`config.mk`:
```
export PLATFORM = sky130hd
export DESIGN_NAME = ppu_ctrl
export DESIGN_NICKNAME = d
export VERILOG_FILES = /design/src/sv/ppu_pkg.sv /design/src/sv/ppu_ctrl.sv
export SDC_FILE = /design/constraint.sdc
export NUM_CORES = 1
export LEC_CHECK = 0
export ABC_AREA = 1
export BUFFER_PORTS_ARGS = -buffer_cell sky130_fd_sc_hd__buf_4
export CORE_ASPECT_RATIO = 0.8
export CORE_MARGIN = 5
export CORE_UTILIZATION = 50
export CTS_CLUSTER_SIZE = 20
export DETAILED_ROUTE_END_ITERATION = 8
export PLACE_DENSITY = 0.69
export RECOVER_POWER = 25
export SYNTH_ARGS = -nofsm -noshare
export SYNTH_HDL_FRONTEND = slang
export SYNTH_SLANG_ARGS = --single-unit
```
`constraint.sdc`:
```
create_clock -name clk -period 5.7 [get_ports clk]
set_input_delay 0.57 -clock clk [delete_from_list [all_inputs] [get_ports clk]]
set_output_delay 0.57 -clock clk [all_outputs]
set_load 0.05 [all_outputs]
```
`src/sv/ppu_pkg.sv`:
```
// Package for the particle pool update block: shared types and constants.
// Depends on nothing; used by the controller, datapath and top level.
package ppu_pkg;

  localparam int PosW   = 24;
  localparam int LifeW  = 17;
  localparam int ColW   = 9;
  localparam int DtW    = 16;
  localparam int RndW   = 7;
  localparam int CntW   = 7;
  localparam int SlotW  = 6;
  localparam logic [LifeW-1:0] LifeOne = 17'd65536;

  typedef struct packed {
    logic spawn_write;
    logic tick_write;
    logic load_item;
  } ppu_cmd_t;

  function automatic logic signed [PosW-1:0] sat24(input logic signed [PosW+1:0] v);
    logic signed [PosW+1:0] hi;
    logic signed [PosW+1:0] lo;
    begin
      hi = 26'sd8388607;
      lo = -26'sd8388608;
      if (v > hi) sat24 = 24'sh7FFFFF;
      else if (v < lo) sat24 = 24'sh800000;
      else sat24 = v[PosW-1:0];
    end
  endfunction

endpackage

```
`src/sv/ppu_ctrl.sv`:
```
// Controller state machine for the particle pool update block.
// Depends on ppu_pkg.
module ppu_ctrl import ppu_pkg::*; #(
  parameter int PoolSlots = 64
) (
  input  logic             clk,
  input  logic             rst,
  input  logic             in_valid,
  output logic             in_stall,
  input  logic             in_op,
  input  logic [CntW-1:0]  slots_cfg,
  input  logic             slot_dead,
  input  logic             out_stall,
  output logic             out_valid,
  output logic             out_last,
  output logic [SlotW-1:0] addr,
  output ppu_cmd_t         cmd
);
  typedef enum logic [5:0] {
    S_IDLE  = 6'b000001,
    S_SREAD = 6'b000010,
    S_SCHK  = 6'b000100,
    S_TREAD = 6'b001000,
    S_TCALC = 6'b010000,
    S_OUT   = 6'b100000
  } state_t;

  state_t state, state_next;
  logic op;
  logic [SlotW-1:0] idx, start, found;
  logic [CntW-1:0] n, cnt;
  logic [CntW-1:0] eff;

  always_comb begin
    eff = slots_cfg;
    if (eff == '0) eff = CntW'(1);
    if (eff > CntW'(PoolSlots)) eff = CntW'(PoolSlots);
  end

  // Next index in the search: wrap to slot 0 at the end of slots in use.
  logic [SlotW-1:0] idx_inc;
  assign idx_inc = ({1'b0, idx} + CntW'(1) >= n) ? '0 : idx + SlotW'(1);

  always_comb begin
    state_next = state;
    unique case (state)
      S_IDLE:  if (in_valid) state_next = in_op ? S_TREAD : S_SREAD;
      S_SREAD: state_next = S_SCHK;
      S_SCHK:  if (slot_dead || cnt + CntW'(1) >= n) state_next = S_OUT;
               else state_next = S_SREAD;
      S_TREAD: state_next = S_TCALC;
      S_TCALC: state_next = S_OUT;
      S_OUT:   if (!out_stall) state_next = (!op || cnt + CntW'(1) >= n) ? S_IDLE : S_TREAD;
      default: state_next = S_IDLE;
    endcase
  end

  assign in_stall  = (state != S_IDLE);
  assign out_valid = (state == S_OUT);
  assign out_last  = !op || (cnt + CntW'(1) >= n);
  assign cmd.load_item   = (state == S_IDLE) && in_valid;
  assign cmd.tick_write  = (state == S_TCALC);
  assign cmd.spawn_write = (state == S_SCHK) && (slot_dead || cnt + CntW'(1) >= n);
  assign found = slot_dead ? idx : '0;
  assign addr  = (state == S_SCHK && !slot_dead && cnt + CntW'(1) >= n) ? '0 : idx;

  always_ff @(posedge clk) begin
    if (rst) begin
      state <= S_IDLE;
      start <= '0;
      idx   <= '0;
      cnt   <= '0;
      n     <= CntW'(PoolSlots);
      op    <= 1'b0;
    end else begin
      state <= state_next;
      unique case (state)
        S_IDLE: if (in_valid) begin
          op  <= in_op;
          n   <= eff;
          cnt <= '0;
          idx <= in_op ? '0 : (({1'b0, start} >= eff) ? '0 : start);
        end
        S_SCHK: begin
          if (slot_dead || cnt + CntW'(1) >= n) begin
            start <= found;
            idx   <= found;
          end else begin
            idx <= idx_inc;
            cnt <= cnt + CntW'(1);
          end
        end
        S_OUT: if (!out_stall && op) begin
          idx <= idx + SlotW'(1);
          cnt <= cnt + CntW'(1);
        end
        default: ;
      endcase
    end
  end
endmodule

```
==> summary.md <==
| Metric | Value |
|---|---|
| Psw | between 0.5 and 0.6 mW |
| Comb pwr share | 0.522 |
| Root Buffer | clkbuf_8 |
| Nets@finish | around 450 |
| Resize count post-CTS | 0 |
| Total die area | around 6500 um^2 |
| Initial Util | 0.505 |
| Max IR drop VDD | around 0.22 mV |
| Ports | 25 |
| Die Ht | between 70 and 80 um |
| Worst hold slack | ~0.48 ns |
| Top cells by count, synth | nand2_1, inv_1, nor2_1 |
| Internal Pwr Total | 0.622 mW |
| CP Launch Type | flip-flop |
| Clock latency on the worst-skew pair | 0.29 ns |
| DRC | 0 |
| Max Freq | 0.297 GHz |
| I/O Buffers | 24 |
| Main flop type after synthesis | dfxtp_1 |
| Die W | between 80 and 90 um |
| DP Wirelength | around 5000 um |
| Leak | ~1.5 nW |
| Ys Warns | 0 |
| RePlAce Congestion | about 0.96 |
| Clock Path Buffers | 2 |
| Final wirelength | 6190 um |
| MaxCap Viol Count | 0 |
| Vias per cell | roughly 5.1 |
| Global Route Usage Sum | 0.203 |
| Buf/Inv on CP | 4 |
| Setup_tns | 0 ns |
| Clock slew at reported path FFs | ~0.07 ns |
| Global-route met2 utilization | 0.301 |
| Part of the power in registers | 0.280 |
| 1st-pass router iterations | 4 |
| Initial antenna violation count | 0 |
| Hold Crit Class | reg -> reg |
| Rel. slew slack | 0.589 |
| Crit-path cells | ha_1 > nand3_1 > nor2_1 > nand3_1 > nand2_1 > inv_1 > ha_1 > nand2_1 > inv_1 > a21oi_1 > nand3_1 > nand2_2 > inv_1 > buf_4 |
| H-Tree Depth | 2 |
| DR vias | 2431 |
| Flops & latches, synth | 33 |
| Critical path's slowest cell | dfxtp_1 |
| Vias in the first global route | 2138 |
| Max Slew Vio Count | 0 |
| Max incr delay on CP | ~0.40 ns |
| Arr. time, crit path | between 2 and 3 ns |
| DRT antenna net count | 0 |
| CP Capture Type | output port |
| Fin crit share | 0.592 |
| Actual slew at the worst max-slew pin | 0.616 ns |
| Final Setup Violations | 0 |
| Most common cell in the synthesized netlist | nand2_1 |
| Yosys top cell area share | 0.266 |
| Fraction of registers with async set/reset | 0 |
| Post-synth EDFFs | 0 |
| CP max FO | 16 |
| Netlist cell types | 30 |
| CTS Buf Count | 5 |
| First-pass GRT wire length | 10100 um |
| Pin count of the biggest net entering global routing | 21 |
| Required @ worst endpoint | a little over 5 ns |
| Clk pwr share | 0.198 |
| # diodes | 0 |
| RSZ-0062 raised after global routing | no |
| Met1 GRT Util | 0.297 |
| Post-Synthesis Cell Area | roughly 2500 um^2 |
| CP Class | reg -> out |
| Period minus WS final | 3.37 ns |
| Delay-heaviest family, CP | simple AND/OR/NAND/NOR gates |
| DR WL/cell | roughly 13 um |
| Post-synthesis sequential area ratio | 0.266 |
| GR peak layer | met2 |
| Share of cells above drive strength 1 | 0.124 |
| DRT iter0 DRCs | ~180 |
| Dominant cell type by area after synthesis | dfxtp_1 |
| Syn Inst Count | about 390 |
| Met3 GRT Util | 0.0384 |
| Run status | finished clean |
| Hold Vio Cnt, Final | 0 |
| Syn Nets | between 400 and 500 |
| Core footprint | 4920 um^2 |
| Switching share of power | 0.473 |
| Post-CTS Setup Repair Bufs | 0 |
| # hold bufs at CTS | 0 |
| Row count | 23 |
| Synthesis-to-finish area growth | 12.8% |
| Total power per unit cell area | 421 nW/um^2 |
| Fin Clk Skew | approximately 0.008 ns |
| Syn_area_per_cell | between 6 and 7 um^2 |
| CTS tree | built |
| Clock sinks | 33 |
| Grt total ovfl | 0 |
| Main area contributors after synthesis | dfxtp_1, nand2_1, ha_1 |
worst register-to-register path, stage by stage, from the launching register on:
cell	delay (ns)
dfxtp_1	0.40
ha_1	0.21
nand3_1	0.13
nor2_1	0.15
nand3_1	0.08
nand2_1	0.08
inv_1	0.04
ha_1	0.28
nand2_1	0.09
inv_1	0.04
a21oi_1	0.23
nand3_1	0.18
nand2_2	0.34
nand2_2	0.19
nand2_1	0.10
nand2_1	0.05
nor2_1	0.07
layer usage:
layer / up-vias / share of wire
met5: - / 0
met4: 0 / 0.012
met2: 82 / 0.41
met1: 1062 / 0.51
li1: 1279 / -
met3: 8 / 0.066
power groups by stage:
stage / logic (mW) / clock network [mW] / registers [mW]
floorplan: 0.483 / 0 / 0.323
global placement: 0.603 / 0 / 0.335
detailed placement: 0.613 / 0 / 0.338
CTS: 0.618 / 0.235 / 0.333
global route: 0.691 / 0.246 / 0.338
finish: 0.616 / 0.233 / 0.331
through the flow:
stage / util / total power, mW / worst slack (ns) / std cells / area (um^2)
after global placement: 0.550 / 0.938 / 2.73 / 473 / 2710
after global routing: 0.570 / 1.27 / 2.15 / 481 / 2810
after CTS: 0.574 / 1.19 / 2.37 / 481 / 2830
after detailed placement: 0.550 / 0.951 / 2.69 / 473 / 2710
final: 0.570 / 1.18 / 2.33 / 481 / 2810
after floorplan: - / 0.806 / 2.74 / 393 / 2490
layout make-up:
class	instances	area, um^2
Multi-Input combinational cell	287	1510
Clock buffer	7	86.3
Timing Repair Buffer	24	180
Inverter	67	259
Tap cell	62	77.6
Clock inverter	1	30.0
Sequential cell	33	661
Fill cell	500	2120
layout by cell type (no fill, tap or decap):
| cell type | netlist | routed |
|---|---|---|
| xor2_1 | 6 | 6 |
| nand3b_2 | 1 | 1 |
| ha_1 | 22 | 22 |
| or2_2 | 1 | 1 |
| o21ai_1 | 3 | 3 |
| clkbuf_1 | 3 | 1 |
| a21oi_2 | 1 | 1 |
| clkbuf_8 | 0 | 6 |
| bufinv_16 | 0 | 1 |
| inv_4 | 1 | 1 |
| inv_2 | 3 | 3 |
| nand3_2 | 4 | 3 |
| nor2_4 | 3 | 1 |
| inv_1 | 62 | 62 |
| nor4_1 | 1 | 1 |
| clkinv_4 | 1 | 1 |
| nor2_1 | 59 | 61 |
| nor2_2 | 3 | 3 |
| nand2_4 | 1 | 1 |
| nand4_1 | 5 | 5 |
| nand2_1 | 103 | 103 |
| nand3_1 | 24 | 25 |
| a21oi_1 | 25 | 25 |
| nand3_4 | 3 | 3 |
| nand2_2 | 2 | 2 |
| buf_4 | 1 | 24 |
| nor3_1 | 4 | 4 |
| nand3b_1 | 1 | 1 |
| o21ai_0 | 15 | 15 |
| dfxtp_1 | 33 | 33 |
cells by family (layout without fill, tap and decap cells):
| group | Yosys count | count (layout) | share of synthesized area |
|---|---|---|---|
| AND/OR/NAND/NOR | 215 | 215 | 0.394 |
| buffers and inverters | 73 | 99 | 0.118 |
| XOR/XNOR | 6 | 6 | 0.0211 |
| AO/OA/AOI/OAI | 44 | 44 | 0.0901 |
| flip-flops | 33 | 33 | 0.266 |
| adder cells (fa/ha/maj) | 22 | 22 | 0.111 |
worst paths after layout:
| path | from | to | slack, ns | cells past startpoint |
|---|---|---|---|---|
| max reg2reg | cnt[0] | cnt[4] | 2.99 | 16 |
| min reg2reg | op | op | 0.48 | 2 |
| max | cnt[0] | cmd[2] | 2.33 | 14 |
| min | op | op | 0.48 | 2 |
flip-flops by register name, indices dropped and copies added, names as in the netlist:
signal  flops
cnt         7
idx         6
start       6
op          1
n           7
state       6
Note: power is estimated with default switching activity, not from simulation.
